<file path="config.mk">
export PLATFORM = sky130hd
export DESIGN_NAME = sep_ctrl
export DESIGN_NICKNAME = d
export VERILOG_FILES = /design/src/rtl/sep_pkg.sv /design/src/rtl/sep_ctrl.sv
export VERILOG_INCLUDE_DIRS = /design/src /design/src/rtl
export SDC_FILE = /design/constraint.sdc
export NUM_CORES = 1
export LEC_CHECK = 0
export ABC_AREA = 1
export BUFFER_PORTS_ARGS = -buffer_cell sky130_fd_sc_hd__buf_2
export CAP_MARGIN = 20
export CORE_AREA = 5 5 42 44
export CTS_CLUSTER_DIAMETER = 120
export DETAILED_ROUTE_END_ITERATION = 6
export DIE_AREA = 0 0 47 49
export HOLD_SLACK_MARGIN = 0.1
export PLACE_DENSITY = 0.7
export SLEW_MARGIN = 15
export SYNTH_ARGS = -nofsm -noshare
export SYNTH_HDL_FRONTEND = slang
export SYNTH_SLANG_ARGS = --single-unit
</file>
<file path="constraint.sdc">
create_clock -name clk -period 2.5 [get_ports clk]
set_input_delay 0.125 -clock clk [delete_from_list [all_inputs] [get_ports clk]]
set_output_delay 0.125 -clock clk [all_outputs]
set_load 0.01 [all_outputs]
</file>
<file path="src/rtl/segment_endpoint_snapper_macros.svh">
// ----------------------------------------------------------------------------
// segment endpoint snapper assertion macros
// concurrent checks clocked on clk and disabled while arst_n is low
// ----------------------------------------------------------------------------
`ifndef SEGMENT_ENDPOINT_SNAPPER_MACROS_SVH
`define SEGMENT_ENDPOINT_SNAPPER_MACROS_SVH

`ifndef NO_ASSERTIONS

// property must hold at every clock edge out of reset
`define SEP_ASSERT(name, prop, msg) \
	name: assert property (@(posedge clk) disable iff (!arst_n) prop) \
	else $error(msg);

// expression must never be true out of reset
`define SEP_NEVER(name, expr, msg) \
	name: assert property (@(posedge clk) disable iff (!arst_n) !(expr)) \
	else $error(msg);

`else

`define SEP_ASSERT(name, prop, msg)

`define SEP_NEVER(name, expr, msg)

`endif

`endif

</file>
<file path="src/rtl/sep_pkg.sv">
// ----------------------------------------------------------------------------
// sep_pkg
// shared types and constants of the segment endpoint snapper
// ----------------------------------------------------------------------------
`timescale 1ns / 1ps

package sep_pkg;

	localparam int GAP_BITS = 8;
	localparam logic [GAP_BITS-1:0] GAP_RESET = 8'd2;

	// commands from the controller to the datapath
	typedef struct packed {
		logic load;
		logic i_clr;
		logic i_inc;
		logic j_init;
		logic j_inc;
		logic k_clr;
		logic k_inc;
		logic rd_a;
		logic rd_b;
		logic rd_e;
		logic cap_a;
		logic diff_en;
		logic sq_en;
		logic decide;
		logic emit;
		logic list_clr;
	} cmd_t;

	// loop status from the datapath to the controller
	typedef struct packed {
		logic few;
		logic i_last;
		logic j_last;
		logic e_last;
	} stat_t;

endpackage

</file>
<file path="src/rtl/sep_ctrl.sv">
// ----------------------------------------------------------------------------
// sep_ctrl
// sequencer for load, pair pass and emission of the segment list
// ----------------------------------------------------------------------------
`timescale 1ns / 1ps
`include "segment_endpoint_snapper_macros.svh"

module sep_ctrl (
	input  logic           clk,
	input  logic           arst_n,
	input  logic           start,
	input  logic           last_segment,
	input  sep_pkg::stat_t stat,
	output sep_pkg::cmd_t  cmd,
	output logic           busy,
	output logic           cfg_ready
);
	import sep_pkg::*;

	typedef enum logic [3:0] {
		S_IDLE,
		S_START,
		S_RD_A,
		S_CAP_A,
		S_RD_B,
		S_DIFF,
		S_SQ,
		S_DECIDE,
		S_EMIT_RD,
		S_EMIT
	} state_t;

	state_t state_q;
	state_t state_d;

	always_comb begin
		cmd = '0;
		state_d = state_q;
		unique case (state_q)
			S_IDLE: begin
				if (start) begin
					cmd.load = 1'b1;
					if (last_segment) begin
						state_d = S_START;
					end
				end
			end
			S_START: begin
				cmd.i_clr = 1'b1;
				cmd.k_clr = 1'b1;
				state_d = stat.few ? S_EMIT_RD : S_RD_A;
			end
			S_RD_A: begin
				cmd.rd_a = 1'b1;
				cmd.j_init = 1'b1;
				state_d = S_CAP_A;
			end
			// segment i arrives while segment j is requested
			S_CAP_A: begin
				cmd.cap_a = 1'b1;
				cmd.rd_b = 1'b1;
				state_d = S_DIFF;
			end
			S_RD_B: begin
				cmd.rd_b = 1'b1;
				state_d = S_DIFF;
			end
			S_DIFF: begin
				cmd.diff_en = 1'b1;
				state_d = S_SQ;
			end
			S_SQ: begin
				cmd.sq_en = 1'b1;
				state_d = S_DECIDE;
			end
			S_DECIDE: begin
				cmd.decide = 1'b1;
				if (!stat.j_last) begin
					cmd.j_inc = 1'b1;
					state_d = S_RD_B;
				end else if (!stat.i_last) begin
					cmd.i_inc = 1'b1;
					state_d = S_RD_A;
				end else begin
					state_d = S_EMIT_RD;
				end
			end
			S_EMIT_RD: begin
				cmd.rd_e = 1'b1;
				state_d = S_EMIT;
			end
			S_EMIT: begin
				cmd.emit = 1'b1;
				cmd.k_inc = 1'b1;
				if (stat.e_last) begin
					cmd.list_clr = 1'b1;
					state_d = S_IDLE;
				end else begin
					state_d = S_EMIT_RD;
				end
			end
			default: begin
				state_d = S_IDLE;
			end
		endcase
	end

	always_ff @(posedge clk or negedge arst_n) begin
		if (!arst_n) begin
			state_q <= S_IDLE;
		end else begin
			state_q <= state_d;
		end
	end

	assign busy = (state_q != S_IDLE);
	assign cfg_ready = (state_q == S_IDLE);

	`SEP_ASSERT(a_decide_after_sq, state_q == S_DECIDE |-> $past(state_q) == S_SQ, "decide without square stage")
	`SEP_ASSERT(a_last_starts_pass, start && !busy && last_segment |=> busy, "last request did not start pass")

endmodule

</file>
[After elaboration in Yosys (flattened, before gate mapping)]
Cells that the tools add are included.
Storage, ports and cells
  bits of input ports: 8
  logic and storage cells: 41
  flip-flop bits (word level): 4
Cells by class
  reductions and logical operators: 4
  mux-type cells: 25
  equality and inequality tests: 11
Operators by type and width (count)
  one-hot mux 4 bit (9 select lines): 1
  2-to-1 mux 4 bit: 6
  2-to-1 mux 1 bit: 17
  equality test 4 x 3 -> 1 bit, second input constant: 4
  equality test 4 x 2 -> 1 bit, second input constant: 2
  equality test 4 bit, second input constant: 2
  equality test 4 x 1 -> 1 bit, second input constant: 1
  logical NOT 4 bit: 1
  inequality test 2 bit, second input constant: 2
  nonzero test 4 bit: 1
  2-to-1 mux 2 bit: 1
  AND reduction 2 bit: 1
  OR reduction 2 bit: 1

[Longest topological paths before layout]
Gate-level depths: netlist (run 1).
  depth after elaboration: 3
  gate-level depth with buffers: 7
  depth with buffers taken out: 7

[Worst setup path after synthesis (run 1)]
Ideal clock, no wire load.
  path kind: register to output
  start point: register state_q[0]
  end point: output port cmd[15] (netlist bit)
  stages on the path, launching flop included: 6
  setup slack: 1229 ps
  arrival: 1146 ps
  required time: 2375 ps
  cell sequence: dfrtp_1 > inv_1 > nand2_1 > nor2_1 > inv_1 > nor2_1
RTL lines
  start, declared: line sep_ctrl.sv:33  | state_t state_q;
  start signal, assigned: line sep_ctrl.sv:112  | state_q <= state_d;
  end, declared: line sep_ctrl.sv:14  | output sep_pkg::cmd_t cmd,

==> metrics, run 1 <==
status=finished, final reports clean; routed vias=471; Ys Warns=0; biggest regs=state_q (4); CTS clk-pin slew, worst paths=40 ps; TNS Setup=0 ps; Worst Clk Skew=2.95 ps; GP Congestion=0.750; # clock sinks=4; largest family of logic cells by synthesized area=simple AND/OR/NAND/NOR gates; die area=2300 sq um; final slew viol count=0; routed wire length=969 um; PD cells=1040 nW/um^2; DR iter-0 viols=10; WP data arrival=1330 ps; fillers=166; syn_area_per_cell=5.52 sq um; RSZ-0062 raised after global routing=no; area of the mapped netlist=392 sq um; vias in the first global route=464; slew at the pin with the worst max-slew slack=256 ps; WP data required=2380 ps; Seq cells post-synth=4; Port Buffers=25; height of the die=49 um; DPL Wire Length=817 um; layout cell share with drive strength beyond 1=0.340; max reg flops=4; Reg with most FFs=state_q; kind of critical path=flop to output pin; Setup-failing EPs final=0; top achievable clock speed=688 MHz; first-pass GRT wire length=1710 um; Skew-Pair Late Insertion Delay=240 ps; Post-Synth Adder-Cell Area=0; Core Footprint=1400 sq um; largest net degree at the start of global routing=8; wire per inst=8.58 um; CTS Root Cell=clkbuf_4; maximum vdd drop=0.000471 V; Leakage=0.397 nW; drt drc=0; Syn Nets=79; Mapped Cells=71; Post-CTS Setup Inserts=0; Die X=47 um; max-cap violations=0; Reg area=100 sq um; Multi-input gate area=201 sq um; Synth Area in XOR/XNOR=0; Layout Nets=107; Slew HR=0.829; final non-filler cell total=113; ANT nets after route=0; average vias per placed instance=4.17; Synth Area in Simple Gates=0.457; io pins=26; post_cts resized=0; Min-Delay Path Class=input pin to flop; Critical Path Source Type=flop; Seq/Total Area, Yosys=0.256; Placed Cells=109; Layout area overhead=39.6%; Final Hold Fails=0; H-tree levels=1; DP Area=514 sq um; Synth Area in Compound Gates=0.0575; total track usage=0.0997; Yosys cell types=13; initial antenna violation count=0; Final Cycle Share=0.582; total CTS buffers=3; worst-path fanout max=7; Max Root-Sink Buffers=2; Antenna Diode Count=0; mux contribution to synthesized area=0; Pre-antenna DRT Iters=4; CTS tree=built; fin area=547 sq um; CP Capture Type=output pin; initial core utilization=0.279; gr ovfl total=0; Final min period=1450 ps; row count=14
==> metrics by stage <==
stage                     utilization  total power [mW]  hold WS (ps)  worst slack (ps)
after floorplan                     -             0.385          -171              1230
after global placement          0.367             0.489         -68.0              1290
after detailed placement        0.367             0.491         -66.0              1290
after CTS                       0.390             0.580           173              1030
after global routing            0.390             0.639           179               923
final                           0.390             0.569           173              1050
==> cell usage in the layout, fill, tap and decap left out <==
cell           instances
clkbuf_4               3
inv_2                  2
buf_2                 25
a21oi_1                2
nor3_1                 2
inv_1                 16
o21ai_0                1
nor2_1                15
o211ai_1               1
nand3_1                1
nand2_2                1
dlygate4sd3_1          1
dfrtp_1                4
nand2_1               21
nor2_4                 2
==> synthesized netlist by cell type (all sizes together) <==
library cell  instances  area (sq um)
inv                  18          67.6
nand3                 1          5.00
nand2                22          85.1
o211ai                1          7.51
nor2                 17          78.8
o21ai                 1          5.00
a21oi                 2          10.0
dfrtp                 4           100
buf                   3          22.5
nor3                  2          10.0
==> power breakdown <==
group | leakage, nW | internal (mW) | switching (mW)
clock network | 0.0138 | 0.0539 | 0.0289
registers | 0.0507 | 0.0935 | 0.0367
logic | 0.332 | 0.130 | 0.225
==> worst max-delay path: stages, from the launching register on <==
cell	delay, ps
dfrtp_1	440
inv_1	120
nand2_1	70
nor2_1	170
inv_1	70
nor2_1	80
buf_2	130
==> final timing paths <==
check	from	endpoint	slack [ps]	cells after the start
worst min register to register	state_q[3]$_DFFE_PN0P_	state_q[0]$_DFFE_PN0P_	610	3
max in group asynchronous	arst_n	state_q[2]$_DFFE_PN0P_	2160	2
worst min-delay path	stat[1]	state_q[2]$_DFFE_PN0P_	170	4
min in group asynchronous	arst_n	state_q[3]$_DFFE_PN0P_	220	2
worst max-delay path	state_q[1]$_DFFE_PN0P_	cmd[15]	1050	6
worst max register to register	state_q[0]$_DFFE_PN0P_	state_q[2]$_DFFE_PN0P_	1400	6
==> cell type report <==
class                   count  area share
inverters                  18       0.124
repair buffers             26       0.247
flip-flops and latches      4       0.183
clock buffers               3      0.0412
well taps                  16      0.0366
multi-input cells          46       0.368
==> cell families (layout without fill, tap and decap cells) <==
| family | count (synthesis) | in the layout |
|---|---|---|
| compound gates | 4 | 4 |
| simple gates | 42 | 42 |
| flops | 4 | 4 |
| buf+inv | 21 | 47 |
==> timing repair <==
item / CTS / global route
hold endpoints to repair: 4 / 0
hold buffers: 1 / 0
endpoints found under the setup margin: 0 / 0
==> per-layer routing <==
metal  routed length, um  track usage
met5                   0            0
met2                 452        0.161
met4                  23       0.0553
met1                 391        0.114
met3                 102       0.0258
(Power assumes the default switching activity.)
==> run 2: changes to the inputs <==
--- a/config.mk
+++ b/config.mk
@@ -6,7 +6,7 @@
 export SDC_FILE = /design/constraint.sdc
 export NUM_CORES = 1
 export LEC_CHECK = 0
-export ABC_AREA = 1
+export ABC_AREA = 0
 export BUFFER_PORTS_ARGS = -buffer_cell sky130_fd_sc_hd__buf_2
 export CAP_MARGIN = 20
 export CORE_AREA = 5 5 42 44
@@ -14,7 +14,7 @@
 export DETAILED_ROUTE_END_ITERATION = 6
 export DIE_AREA = 0 0 47 49
 export HOLD_SLACK_MARGIN = 0.1
-export PLACE_DENSITY = 0.7
+export PLACE_DENSITY = 0.71
 export SLEW_MARGIN = 15
 export SYNTH_ARGS = -nofsm -noshare
 export SYNTH_HDL_FRONTEND = slang
==> constraint.sdc (replaced) <==
create_clock -name clk -period 1.2 [get_ports clk]
set_input_delay 0.06 -clock clk [delete_from_list [all_inputs] [get_ports clk]]
set_output_delay 0.06 -clock clk [all_outputs]
set_load 0.01 [all_outputs]
==> run 2 against run 1 <==
Net effect: the run now ends with setup timing left; via count grew 2.8%; wire length grew 34%; utilization grew 14 points; sequential share of layout area shrank 4.2 points; design area grew 37%; sequential power grew to 2.9 times the previous value; first-iteration DRC count shrank 50%; combinational power grew to 4.3 times the previous value; hold slack lost 58 ps; critical path type unchanged.
==> metrics, run 2 <==
Final min period=1340 ps; Reg with most FFs=state_q; CTS tree=built; crit path cell chain=nor4_4, and2_1, buf_2; Syn Nets=58 (-27%); final non-filler cell total=103 (-8.8%); fin area=747 sq um (+37%); DPL Wire Length=809 um (-0.99%); Die X=47 um (unchanged); Critical Path Source Type=flop; Reg power frac=0.180 (-0.049); initial core utilization=0.276 (-0.00357); GP Congestion=0.790 (+5.3%); vias in the first global route=468 (+0.86%); Pre-antenna DRT Iters=4 (unchanged); Seq/Total Area, Yosys=0.259 (+0.00331); row count=14 (unchanged); # clock sinks=4 (unchanged); count leader, synth=nor2_1; die area=2300 sq um (unchanged); Final Hold Fails=0 (unchanged); io pins=26 (unchanged); combinational power share=0.739 (+0.113); Slowest-stage cell, CP=dfrtp_2; Setup WS pre-CTS=-27.3 ps (-1320 ps); CP bufs+invs=1 (-2); top cell type's share of synthesized area=0.259 (+0.00331); Setup-failing EPs final=18 (+18); P_sw=934 uW (+220%); RSZ-0062 raised after global routing=yes; Seq cells post-synth=4 (unchanged); Layout Nets=97 (-9.3%); Pwr Total=2.09 mW (+270%); Layout area overhead=93.2%; slew at the pin with the worst max-slew slack=231 ps (-24.9 ps); kind of critical path=flop to output pin; Post-synth top cells=nor2_1, nand2_1, nor3_1; top achievable clock speed=745 MHz; Port Buffers=25 (unchanged); largest net degree at the start of global routing=8 (unchanged); total track usage=0.125 (+0.0252); Yosys cell types=21 (+8); average vias per placed instance=4.70 (+13%); gr ovfl total=0 (unchanged); Leakage=0.389 nW (-2.0%); DP Area=537 sq um (+4.4%); CP Capture Type=output pin; ANT nets after route=0 (unchanged); area of the mapped netlist=387 sq um (-1.3%); commonest non-fill, non-tap cell in the layout=buf_2; Antenna Diode Count=0 (unchanged); Core Footprint=1400 sq um (unchanged); wire per inst=12.6 um (+47%); critical path's top delay family=flip-flops; switch share=0.447 (-0.0647); WP data required=1140 ps (-1240 ps); total CTS buffers=3 (unchanged); Ys Warns=0 (unchanged); syn_area_per_cell=7.73 sq um (+40%); height of the die=49 um (unchanged); CTS clk-pin slew, worst paths=40 ps (about the same); final slew viol count=0 (unchanged); CTS Root Cell=clkbuf_4; FFs w/ async S/R, synth=1.00 (unchanged); H-tree levels=1 (unchanged); failing checks=setup timing; biggest regs=state_q (4); Max Root-Sink Buffers=2 (unchanged); most frequent cells in the layout=buf_2, buf_4, buf_6; max-cap violations=0 (unchanged); routed wire length=1300 um (+34%); fillers=148 (-11%); DR iter-0 viols=5 (-5); Mapped Cells=50 (-30%); status=finished, violations left; area leader, netlist=dfrtp_1; internal power=1.16 mW (+320%); Final Cycle Share=1.12; WP data arrival=1280 ps (-50 ps); first-pass GRT wire length=2060 um (+20%); Post-synth EDFFs=0 (unchanged); layout cell share with drive strength beyond 1=0.713 (+0.372); Skew-Pair Late Insertion Delay=240 ps (about the same); CP max stage delay=460 ps (+20 ps); drt drc=0 (unchanged); worst-path fanout max=6 (-1); worst setup margin=-141 ps (-1190 ps); PD cells=2800 nW/um^2 (+170%); Clock power frac=0.081 (-0.064); routed vias=484 (+2.8%); initial antenna violation count=0 (unchanged); maximum vdd drop=0.00148 V (+220%); Worst Clk Skew=10.3 ps (+7.34 ps); Main synth FF type=dfrtp_1; Slew HR=0.846 (+0.0172); Placed Cells=89 (-18%); top cells by area, synth=dfrtp_1, buf_4, nand2b_1; Min-Delay Path Class=input pin to flop; max reg flops=4 (unchanged)
## run 2: power by group through the flow
| stage | clock network, mW | logic (mW) | registers, mW |
|---|---|---|---|
| 2_1_floorplan | 0 | 0.759 | 0.267 |
| 3_3_place_gp | 0 | 0.910 | 0.379 |
| 3_5_place_dp | 0 | 0.926 | 0.385 |
| 4_1_cts | 0.174 | 1.45 | 0.368 |
| 5_1_grt | 0.187 | 1.67 | 0.395 |
| 6_report | 0.170 | 1.54 | 0.376 |
## run 2: routing by layer
| metal | vias to the layer above | wire length (um) | GRT usage | share of wire |
|---|---|---|---|---|
| met3 | 2 | 143 | 0.0664 | 0.11 |
| met1 | 217 | 491 | 0.148 | 0.38 |
| met5 | - | 0 | 0 | 0 |
| li1 | 240 | - | - | - |
| met4 | 0 | 21 | 0.0276 | 0.016 |
| met2 | 25 | 641 | 0.195 | 0.49 |
## run 2: through the flow
stage,util,TNS [ps],hold slack [ps]
global placement,0.383,-9.54,-134
detailed placement,0.383,-27.3,-132
finish,0.533,-1170,115
floorplan,-,0,-236
CTS,0.515,-1270,103
global route,0.533,-2430,123
## run 2: worst paths after layout
check                      depth (start not counted)  slack, ps                endpoint                    from
setup / recovery                                   3       -140                 cmd[15]  state_q[0]$_DFFE_PN0P_
hold / removal                                     3        120  state_q[3]$_DFFE_PN0P_                 stat[2]
setup reg to reg                                   5        -60  state_q[3]$_DFFE_PN0P_  state_q[0]$_DFFE_PN0P_
hold reg to reg                                    2        680  state_q[2]$_DFFE_PN0P_  state_q[3]$_DFFE_PN0P_
max in group asynchronous                          2        900  state_q[1]$_DFFE_PN0P_                  arst_n
min in group asynchronous                          2        160  state_q[2]$_DFFE_PN0P_                  arst_n
## run 2: tightest hold or removal path: cells and delay by family
family / cells / cell delay [ps]
and+or+nand+nor: 1 / 70
buffers and inverters: 1 / 110
AOI/OAI and AO/OA: 1 / 70
## run 2: logic make-up after synthesis
family | Yosys count | share of synthesized area
simple gates | 28 | 0.427
buf+inv | 9 | 0.152
compound gates | 8 | 0.136
flops | 4 | 0.259
mux | 1 | 0.0259
## run 2: area by class of cell
class                           instances  area (sq um)  share of cell area
Multi-Input combinational cell         37           318               0.425
Timing Repair Buffer                   41           274               0.367
Sequential cell                         4           105               0.141
Clock buffer                            3          22.5              0.0302
Tap cell                               16          20.0              0.0268
Inverter                                2          7.51              0.0101
## run 2: what timing repair did
item,CTS,global route
buffers inserted,10,0
hold buffers,1,0
endpoints found under the hold margin,4,0
setup endpoints to repair,18,20
resized for setup,21,5
pin swaps,2,3
